`config.mk`:
```
export PLATFORM = sky130hd
export DESIGN_NAME = debug_packet_receiver
export DESIGN_NICKNAME = d
export VERILOG_FILES = /design/src/dpr_pkg.sv /design/src/dpr_core.sv /design/src/dpr_out_seq.sv /design/src/debug_packet_receiver.sv
export VERILOG_INCLUDE_DIRS = /design/src /design/src/src
export SDC_FILE = /design/constraint.sdc
export NUM_CORES = 1
export LEC_CHECK = 0
export BUFFER_PORTS_ARGS = -buffer_cell sky130_fd_sc_hd__buf_2
export CAP_MARGIN = 20
export CELL_PAD_IN_SITES_DETAIL_PLACEMENT = 1
export CELL_PAD_IN_SITES_GLOBAL_PLACEMENT = 2
export CORE_ASPECT_RATIO = 0.8
export CORE_MARGIN = 1.5
export CORE_UTILIZATION = 44
export CTS_BUF_LIST = sky130_fd_sc_hd__clkbuf_4
export CTS_CLUSTER_DIAMETER = 30
export DETAILED_ROUTE_END_ITERATION = 10
export PLACE_DENSITY = 0.9
export SYNTH_ARGS = -nofsm -noshare
export SYNTH_HDL_FRONTEND = slang
export SYNTH_HIERARCHICAL = 1
export SYNTH_SLANG_ARGS = --single-unit
```
`constraint.sdc`:
```
create_clock -name clk_i -period 5.3 [get_ports clk_i]
set_input_delay 1.06 -clock clk_i [delete_from_list [all_inputs] [get_ports clk_i]]
set_output_delay 1.06 -clock clk_i [all_outputs]
set_load 0.02 [all_outputs]
```
`src/debug_packet_receiver_macros.svh`:
```
// Assertion helpers for the debug packet receiver.
`ifndef DEBUG_PACKET_RECEIVER_MACROS_SVH
`define DEBUG_PACKET_RECEIVER_MACROS_SVH

`ifndef SYNTH
`define DPR_ASSERT_CR(name, clk, rst_n, prop, msg) \
  name: assert property (@(posedge clk) disable iff (!rst_n) prop) else $error(msg);
`define DPR_ASSERT(name, prop, msg) \
  `DPR_ASSERT_CR(name, clk_i, rst_ni, prop, msg)
`else
`define DPR_ASSERT_CR(name, clk, rst_n, prop, msg)
`define DPR_ASSERT(name, prop, msg)
`endif

`endif

```
`src/dpr_pkg.sv`:
```
`default_nettype none

package dpr_pkg;

  localparam int unsigned MAX_PAYLOAD = 1024;
  localparam int unsigned CNT_W       = 11;
  localparam int unsigned MAX_RES     = 4;

  localparam logic [6:0] CH_DOLLAR = 7'h24;
  localparam logic [6:0] CH_HASH   = 7'h23;
  localparam logic [6:0] CH_COLON  = 7'h3a;
  localparam logic [6:0] CH_PLUS   = 7'h2b;
  localparam logic [6:0] CH_MINUS  = 7'h2d;

  localparam logic [1:0] KIND_PAYLOAD = 2'd0;
  localparam logic [1:0] KIND_REPLY   = 2'd1;
  localparam logic [1:0] KIND_END     = 2'd2;

  localparam logic [1:0] STAT_GOOD     = 2'd0;
  localparam logic [1:0] STAT_MISMATCH = 2'd1;
  localparam logic [1:0] STAT_OVERFLOW = 2'd2;

  localparam logic [1:0] PH_HUNT = 2'd0;
  localparam logic [1:0] PH_DATA = 2'd1;
  localparam logic [1:0] PH_HI   = 2'd2;
  localparam logic [1:0] PH_LO   = 2'd3;

  typedef struct packed {
    logic [1:0] kind;
    logic [6:0] char_value;
    logic [1:0] packet_status;
    logic       last;
  } result_t;

  typedef struct packed {
    logic [2:0]          count;
    result_t [MAX_RES-1:0] res;
  } bundle_t;

  function automatic result_t mk_result(input logic [1:0] kind, input logic [6:0] ch,
                                        input logic [1:0] status);
    result_t r;
    r.kind          = kind;
    r.char_value    = ch;
    r.packet_status = status;
    r.last          = 1'b0;
    return r;
  endfunction

  // Bit 4 flags a valid hex digit, bits 3:0 hold its value.
  function automatic logic [4:0] hex_decode(input logic [6:0] c);
    logic [4:0] r;
    r = 5'd0;
    if (c >= 7'h61 && c <= 7'h66) begin
      r = {1'b1, 4'(c - 7'h57)};
    end else if (c >= 7'h30 && c <= 7'h39) begin
      r = {1'b1, 4'(c - 7'h30)};
    end else if (c >= 7'h41 && c <= 7'h46) begin
      r = {1'b1, 4'(c - 7'h37)};
    end
    return r;
  endfunction

endpackage

`default_nettype wire

```
`src/dpr_core.sv`:
```
`default_nettype none

module dpr_core import dpr_pkg::*; (
  input  wire logic       clk_i,
  input  wire logic       rst_ni,
  input  wire logic       accept_i,
  input  wire logic [7:0] byte_i,
  output bundle_t         bundle_o
);

  logic [1:0]       phase_q, phase_d;
  logic [7:0]       sum_q, sum_d;
  logic [CNT_W-1:0] cnt_q, cnt_d;
  logic [3:0]       hi_q, hi_d;
  logic [6:0]       held0_q, held0_d;
  logic [6:0]       held1_q, held1_d;
  logic             id_q, id_d;

  logic [6:0]       b;
  logic [CNT_W-1:0] cnt_inc;
  logic [4:0]       hx;
  logic [7:0]       rx_sum;
  bundle_t          bnd;

  assign b       = byte_i[6:0];
  assign cnt_inc = cnt_q + CNT_W'(1);
  assign hx      = hex_decode(b);
  assign rx_sum  = hx[4] ? {hi_q, hx[3:0]} : 8'hff;

  always_comb begin
    phase_d = phase_q;
    sum_d   = sum_q;
    cnt_d   = cnt_q;
    hi_d    = hi_q;
    held0_d = held0_q;
    held1_d = held1_q;
    id_d    = id_q;
    bnd     = '0;

    unique case (phase_q)
      PH_HUNT: begin
        if (b == CH_DOLLAR) begin
          phase_d = PH_DATA;
          sum_d   = 8'd0;
          cnt_d   = '0;
          hi_d    = 4'd0;
          id_d    = 1'b0;
        end
      end
      PH_DATA: begin
        if (b == CH_HASH) begin
          phase_d = PH_HI;
          // A short payload still owes its held bytes.
          if (cnt_q == CNT_W'(1)) begin
            bnd.count  = 3'd1;
            bnd.res[0] = mk_result(KIND_PAYLOAD, held0_q, STAT_GOOD);
          end else if (cnt_q == CNT_W'(2)) begin
            bnd.count  = 3'd2;
            bnd.res[0] = mk_result(KIND_PAYLOAD, held0_q, STAT_GOOD);
            bnd.res[1] = mk_result(KIND_PAYLOAD, held1_q, STAT_GOOD);
          end
        end else begin
          sum_d = sum_q + {1'b0, b};
          cnt_d = cnt_inc;
          if (cnt_inc == CNT_W'(1)) begin
            held0_d = b;
          end else if (cnt_inc == CNT_W'(2)) begin
            held1_d = b;
          end else if (cnt_inc == CNT_W'(3)) begin
            if (b == CH_COLON) begin
              id_d = 1'b1;
            end else begin
              bnd.count  = 3'd3;
              bnd.res[0] = mk_result(KIND_PAYLOAD, held0_q, STAT_GOOD);
              bnd.res[1] = mk_result(KIND_PAYLOAD, held1_q, STAT_GOOD);
              bnd.res[2] = mk_result(KIND_PAYLOAD, b, STAT_GOOD);
            end
          end else begin
            bnd.count  = 3'd1;
            bnd.res[0] = mk_result(KIND_PAYLOAD, b, STAT_GOOD);
          end
          // The count reaches the limit only at four or more bytes, so slot 1 is free.
          if (cnt_inc >= CNT_W'(MAX_PAYLOAD)) begin
            bnd.count  = 3'd2;
            bnd.res[1] = mk_result(KIND_END, 7'd0, STAT_OVERFLOW);
            phase_d    = PH_HUNT;
          end
        end
      end
      PH_HI: begin
        hi_d    = hx[4] ? hx[3:0] : 4'hf;
        phase_d = PH_LO;
      end
      default: begin
        phase_d = PH_HUNT;
        if (rx_sum == sum_q) begin
          bnd.res[0] = mk_result(KIND_REPLY, CH_PLUS, STAT_GOOD);
          if (id_q) begin
            bnd.count  = 3'd4;
            bnd.res[1] = mk_result(KIND_REPLY, held0_q, STAT_GOOD);
            bnd.res[2] = mk_result(KIND_REPLY, held1_q, STAT_GOOD);
            bnd.res[3] = mk_result(KIND_END, 7'd0, STAT_GOOD);
          end else begin
            bnd.count  = 3'd2;
            bnd.res[1] = mk_result(KIND_END, 7'd0, STAT_GOOD);
          end
        end else begin
          bnd.count  = 3'd2;
          bnd.res[0] = mk_result(KIND_REPLY, CH_MINUS, STAT_GOOD);
          bnd.res[1] = mk_result(KIND_END, 7'd0, STAT_MISMATCH);
        end
      end
    endcase

    for (int i = 0; i < MAX_RES; i++) begin
      bnd.res[i].last = (3'(i) == bnd.count - 3'd1);
    end
  end

  assign bundle_o = bnd;

  always_ff @(posedge clk_i or negedge rst_ni) begin
    if (!rst_ni) begin
      phase_q <= PH_HUNT;
      sum_q   <= 8'd0;
      cnt_q   <= '0;
      hi_q    <= 4'd0;
      held0_q <= 7'd0;
      held1_q <= 7'd0;
      id_q    <= 1'b0;
    end else if (accept_i) begin
      phase_q <= phase_d;
      sum_q   <= sum_d;
      cnt_q   <= cnt_d;
      hi_q    <= hi_d;
      held0_q <= held0_d;
      held1_q <= held1_d;
      id_q    <= id_d;
    end
  end

endmodule

`default_nettype wire

```
`src/dpr_out_seq.sv`:
```
`default_nettype none

`include "debug_packet_receiver_macros.svh"

module dpr_out_seq import dpr_pkg::*; (
  input  wire logic    clk_i,
  input  wire logic    rst_ni,
  input  wire logic    load_i,
  input  wire bundle_t bundle_i,
  output logic         free_o,
  output logic         out_valid_o,
  input  wire logic    out_ready_i,
  output result_t      out_o
);

  result_t [MAX_RES-1:0] res_q;
  logic [2:0]            cnt_q;
  logic [1:0]            idx_q;
  logic                  busy_q;

  logic fire;
  logic done;

  assign fire        = busy_q && out_ready_i;
  assign done        = fire && ({1'b0, idx_q} == cnt_q - 3'd1);
  assign free_o      = !busy_q || done;
  assign out_valid_o = busy_q;
  assign out_o       = res_q[idx_q];

  always_ff @(posedge clk_i or negedge rst_ni) begin
    if (!rst_ni) begin
      busy_q <= 1'b0;
      cnt_q  <= 3'd0;
      idx_q  <= 2'd0;
    end else if (load_i) begin
      // An item with no results leaves the buffer empty.
      busy_q <= (bundle_i.count != 3'd0);
      cnt_q  <= bundle_i.count;
      idx_q  <= 2'd0;
    end else if (done) begin
      busy_q <= 1'b0;
    end else if (fire) begin
      idx_q <= idx_q + 2'd1;
    end
  end

  always_ff @(posedge clk_i) begin
    if (load_i) begin
      res_q <= bundle_i.res;
    end
  end

  `DPR_ASSERT(a_load_when_free, load_i |-> free_o, "item loaded while results still pending")
  `DPR_ASSERT(a_idx_in_range, busy_q |-> ({1'b0, idx_q} < cnt_q), "result index past count")
  `DPR_ASSERT(a_stall_holds, (busy_q && !out_ready_i) |=> (busy_q && $stable(idx_q)), "stalled result moved")
  `DPR_ASSERT(a_last_matches, busy_q |-> (out_o.last == ({1'b0, idx_q} == cnt_q - 3'd1)), "last flag out of place")

endmodule

`default_nettype wire

```
`src/debug_packet_receiver.sv`:
```
// Channel   Direction  Handshake               Payload
// input     in         in_valid_i/in_ready_o   rx_byte_i
// result    out        out_valid_o/out_ready_i kind_o, char_value_o, packet_status_o, last_o
//
// A byte is taken while the result buffer is free; its results (zero to four) are registered
// and leave one per cycle while out_ready_i is high; the input waits until the last is taken.
// Bytes with no result (hunting, checksum high digit, held id bytes) flow at one per cycle.
// The next byte is taken in the same cycle as the final result of the previous one.
// Reset (rst_ni low) returns to hunting for the start character with an empty result buffer.
`default_nettype none

module debug_packet_receiver import dpr_pkg::*; (
  input  wire logic       clk_i,
  input  wire logic       rst_ni,
  input  wire logic       in_valid_i,
  output logic            in_ready_o,
  input  wire logic [7:0] rx_byte_i,
  output logic            out_valid_o,
  input  wire logic       out_ready_i,
  output logic [1:0]      kind_o,
  output logic [6:0]      char_value_o,
  output logic [1:0]      packet_status_o,
  output logic            last_o
);

  logic    accept;
  logic    free;
  bundle_t bundle;
  result_t res;

  assign in_ready_o = free;
  assign accept     = in_valid_i && free;

  dpr_core u_core (
    .clk_i    (clk_i),
    .rst_ni   (rst_ni),
    .accept_i (accept),
    .byte_i   (rx_byte_i),
    .bundle_o (bundle)
  );

  dpr_out_seq u_out_seq (
    .clk_i       (clk_i),
    .rst_ni      (rst_ni),
    .load_i      (accept),
    .bundle_i    (bundle),
    .free_o      (free),
    .out_valid_o (out_valid_o),
    .out_ready_i (out_ready_i),
    .out_o       (res)
  );

  assign kind_o          = res.kind;
  assign char_value_o    = res.char_value;
  assign packet_status_o = res.packet_status;
  assign last_o          = res.last;

endmodule

`default_nettype wire
```
## After elaboration in Yosys (flattened, before gate mapping)

Index checks and enable logic that the tools add are counted.

- Word-level logic and storage cells: 150
- Memories kept: 0
- ROM bits: 0
- Flip-flop bits (word level): 94
- Bits in latches: 0
- Output and inout bits: 14
- Bits in writable memories: 0

- Equality and inequality tests: 23
- Muxes and demuxes: 58
- Multiply operators: 0
- Shift operators: 0
- Add/sub/neg operators: 8
- Divide/modulo/power cells: 0
- Bitwise logic cells: 3
- Reductions and logical operators: 24
- Magnitude comparators: 8

Operators by type and width:

| kind | count |
|---|---|
| 12-bit 2-to-1 mux | 7 |
| 24-bit 2-to-1 mux | 3 |
| 36-bit 2-to-1 mux | 2 |
| 36-bit case mux with 2 select lines | 1 |
| 22-bit 2-to-1 mux | 2 |
| 34-bit 2-to-1 mux | 1 |
| 11-bit by 2-bit == test with 1-bit output, second input constant | 3 |
| 12-bit binary-select mux with 2-bit select | 1 |
| 8-bit 2-to-1 mux | 3 |
| 11-bit by 1-bit == test with 1-bit output, second input constant | 2 |
| 11-bit 2-to-1 mux | 2 |
| 11-bit case mux with 2 select lines | 1 |
| 7-bit by 6-bit == test with 1-bit output, second input constant | 3 |
| 2-bit 2-to-1 mux | 10 |
| 3-bit 2-to-1 mux | 6 |
| 8-bit case mux with 2 select lines | 1 |
| 5-bit 2-to-1 mux | 3 |
| 7-bit >= comparator, second input constant | 2 |
| 7-bit less-or-equal comparator, second input constant | 2 |
| 11-bit by 1-bit adder with 11-bit output, second input constant | 1 |
| 11-bit >= comparator, second input constant | 1 |
| 10-bit 2-to-1 mux | 1 |
| 8-bit by 7-bit adder with 8-bit output | 1 |
| 8-bit == test | 1 |
| other kinds (36) | 64 |

## Logic depth before layout (Yosys ltp)

- Depth after elaboration: 11
- Gate-level depth with buffers: 14
- Depth with buffers taken out: 11

## By module

The synthesis kept the hierarchy.

By module, submodules not included:

| module | sequential area each (um^2) | cells each | area each (um^2) | instances |
|---|---|---|---|---|
| dpr_core | 1,001.0 | 380 | 3,370.7 | 1 |
| dpr_out_seq | 1,591.5 | 101 | 2,130.8 | 1 |
| debug_packet_receiver | 0.0 | 1 | 6.3 | 1 |

## Worst setup path before layout

Ideal clock, no wire load.

- Path type: input-to-reg
- Start: input out_ready_i
- End: register u_core.held1_q[2]
- Required time: 5,173 ps
- Stages: 7
- Setup time: 127 ps
- Slack: 487 ps
- Arrival: 4,685 ps
- Buffers on the path: 1
- Cell sequence: inv_1 o41ai_1 and2_1 clkbuf_1 nand2_1 nor4b_4 mux2_1

- Cells in the longest elaborated chain, start to end: 5

Ends and longest elaborated chain:

| what | RTL line | text |
|---|---|---|
| start, declared | debug_packet_receiver.sv:19 | `input wire logic out_ready_i,` |
| 1-bit logical AND | dpr_out_seq.sv:24 | `assign fire = busy_q && out_ready_i;` |
| 1-bit logical AND | dpr_out_seq.sv:25 | `assign done = fire && ({1'b0, idx_q} == cnt_q - 3'd1);` |
| 1-bit logical OR | dpr_out_seq.sv:26 | `assign free_o = !busy_q \|\| done;` |
| net in_ready_o | debug_packet_receiver.sv:16 | `output logic in_ready_o,` |
| 1-bit logical AND | debug_packet_receiver.sv:32 | `assign accept = in_valid_i && free;` |
| net accept | debug_packet_receiver.sv:26 | `logic accept;` |
| 5-bit AND reduction (no source line) | -- |  |
| end signal, assigned | dpr_core.sv:137 | `held1_q <= held1_d;` |
| end, declared | dpr_core.sv:16 | `logic [6:0] held1_q, held1_d;` |

The timed path passes the listed nets, and every way through them passes these cells.
A chain may end at the register's enable or synchronous reset.

==> impl_metrics.env <==
export IMPL_cts_path_max_buffers=2
export IMPL_cts_resized_gates=0
export IMPL_clkPwrFrac_pct=22.1
export IMPL_rows=36
export IMPL_yosysTopAreaCell="edfxtp_1"
export IMPL_drcViolationCount=0
export IMPL_cp_start_kind="input port"
export IMPL_synthTopCellsByArea="edfxtp_1 (26%), dfrtp_1 (21%), ha_1 (3.9%)"
export IMPL_worst_clock_skew_ns=0.0190
export IMPL_final_setup_viol_count=0
export IMPL_grt_usage_pct=21.2
export IMPL_grt_pass1_vias=3944
export IMPL_place_ws_ns=1.06
export IMPL_vias=3852
export IMPL_netlist_instances=482
export IMPL_synth_area_um2=5510
export IMPL_status="complete, no violations"
export IMPL_drive_above_1_share_pct=17.4
export IMPL_synthArstFlopShare_pct=48.9
export IMPL_min_path_type="reg2reg"
export IMPL_gr_total_overflow=0
export IMPL_area_growth_pct=4.93
export IMPL_coreArea_um2=12200
export IMPL_layout_common_cells="edfxtp_1 (48), dfrtp_1 (46), nand2_1 (41)"
export IMPL_finalWeightedCongestion=0.810
export IMPL_grt_max_degree=60
export IMPL_first_iter_violations=216
export IMPL_drv_slew=0
export IMPL_power_density_nw_per_um2=318
export IMPL_fmaxAchievable_mhz=258
export IMPL_critPathArrivalTime_ns=4.20
export IMPL_avgViaCountPerCell=5.78
export IMPL_finalHoldViolCount=0
export IMPL_tightestPinTransition_ns=0.999
export IMPL_finalCriticalPeriod_ns=3.88
export IMPL_firstDrtPassIters=5
export IMPL_clk_latency_ns=0.46
export IMPL_drv_cap=0
export IMPL_synth_top_area_share_pct=26.2
export IMPL_die_w_um=128
export IMPL_setup_worst_path_class="in2reg"
export IMPL_worstPathRequired_ns=5.63
export IMPL_holdBufCountCts=0
export IMPL_pwr_share_seq_pct=51.4
export IMPL_wire_per_inst_um=19.4
export IMPL_clkSlewWorstSetupHoldPaths_ns=0.15
export IMPL_net_switching_power_uw=643
export IMPL_grt_pass1_wl_um=21100
export IMPL_clkSinkCount=94
export IMPL_synth_edf_count=48
export IMPL_p_int_uw=1190
export IMPL_end_kind="flip-flop"
export IMPL_ys_ff_latch=94
export IMPL_irDropWorstVdd_mv=0.136
export IMPL_nets=520
export IMPL_start_util_pct=45.1
export IMPL_syn_avg_cell_area_um2=11.4
export IMPL_p_leak_uw=0.00236
export IMPL_diodes=0
export IMPL_portBuffers=24
export IMPL_wl_um=12900
export IMPL_power_uw=1840
export IMPL_cts_buffers=9
export IMPL_fin_ws_ns=1.42
export IMPL_synth_ff_type="edfxtp_1"
export IMPL_fin_setup_tns_ns=0
export IMPL_fin_area_um2=5780
export IMPL_ant_nets=0
export IMPL_placed_area_um2=5630
export IMPL_rsz0062_at_grt="false"
export IMPL_fp_dieH_um=103
export IMPL_synth_seq_area_share_pct=47.1
export IMPL_slew_headroom_pct=33.4
export IMPL_cts_setup_buffers=0
export IMPL_layout_commonest_cell="edfxtp_1"
export IMPL_dpl_hpwl_um=9160
export IMPL_yosysWarnings=6
export IMPL_critPathMaxFanout=12
export IMPL_cts_tree="built"
export IMPL_cts_root_buf="clkbuf_4"
export IMPL_dieArea_um2=13200
export IMPL_fin_crit_sh_pct=73.2
export IMPL_ios=26
export IMPL_ys_types=81
export IMPL_h_tree_depth=3
export IMPL_antenna_found_initial=0
export IMPL_switching_share_pct=35.0
export IMPL_combPwrFrac_pct=26.5
worst paths after layout:
check                                   start                     to  slack, ns  cells after the start
max in group asynchronous              rst_ni      u_core/held1_q[3]       4.18                      2
setup / recovery                 rx_byte_i[1]  u_out_seq/out_valid_o       1.42                     12
setup reg to reg           u_out_seq/idx_q[1]      u_core/held1_q[3]       1.54                      6
hold / removal              u_core/held1_q[4]      u_core/held1_q[4]       0.53                      1
min in group asynchronous              rst_ni        u_core/sum_q[3]       0.68                      2
hold reg to reg             u_core/held1_q[4]      u_core/held1_q[4]       0.53                      1
power by group through the flow:
stage          combinational [uW]  clock (uW)  sequential, uW
2_1_floorplan                 403           0             915
3_3_place_gp                  460           0             949
3_5_place_dp                  486           0             960
4_1_cts                       489         425             943
5_1_grt                       545         446             959
6_report                      487         407             944
critical path: stages:
cell	delay, ns
buf_2	0.27
inv_1	0.16
ha_1	0.23
nor3_1	0.29
a21boi_2	0.12
a21oi_2	0.38
o21a_1	0.20
o2111ai_2	0.22
nor4b_1	0.65
o21ai_1	0.17
o31ai_1	0.34
o21ai_1	0.12
layer usage:
layer  global-route usage [%]  up-vias  share of wire (%)
li1                         -     1804                  -
met1                     29.0     1970                 47
met2                     35.2       68                 48
met3                     4.05       10                3.6
met4                     5.27        0               0.94
met5                        0        -                  0
registers in the layout, indices dropped and copies added, names as in the netlist:
name and count:
u_out_seq/res_q 48, u_core/cnt_q 11, u_core/sum_q 8, u_core/held0_q 7, u_core/held1_q 7, u_core/hi_q 4
u_out_seq/cnt_q 3, u_core/phase_q 2, u_out_seq/idx_q 2, u_core/id_q 1, u_out_seq/out_valid_o 1
final cells by class:
| type | instances | area [um^2] |
|---|---|---|
| clock buffers | 9 | 67.6 |
| flip-flops and latches | 94 | 2590 |
| fillers | 1317 | 6430 |
| inverters | 20 | 75.1 |
| repair buffers | 28 | 150 |
| well taps | 171 | 214 |
| multi-input cells | 337 | 2600 |
| clock inverters | 7 | 80.1 |
metrics by stage:
stage	util (%)	std cells	hold slack, ns
after global placement	46.1	650	0.493
after detailed placement	46.1	650	0.505
after global routing	47.3	666	0.565
final	47.3	666	0.534
after CTS	47.3	666	0.540
after floorplan	-	497	0.464
cell families (layout without fill, tap and decap cells):
kind of cell	after synthesis	after routing	share of synthesized area, %
simple gates	145	145	15.2
compound gates	117	117	15.9
flops	94	94	47.1
buf+inv	66	64	6.77
mux	26	26	7.95
fa+ha+maj	18	18	4.23
xor+xnor	15	15	2.79
other cells	1	16	0.0681
cell usage after synthesis (all sizes together), types with 13 or more instances:
master and n:
mux2 13, inv 20, buf 32, o21ai 34, nand2 41, ha 17, edfxtp 48, nor2 24
a32o 15, clkbuf 14, dfrtp 46
No activity file was read; power rests on OpenSTA's default activity.
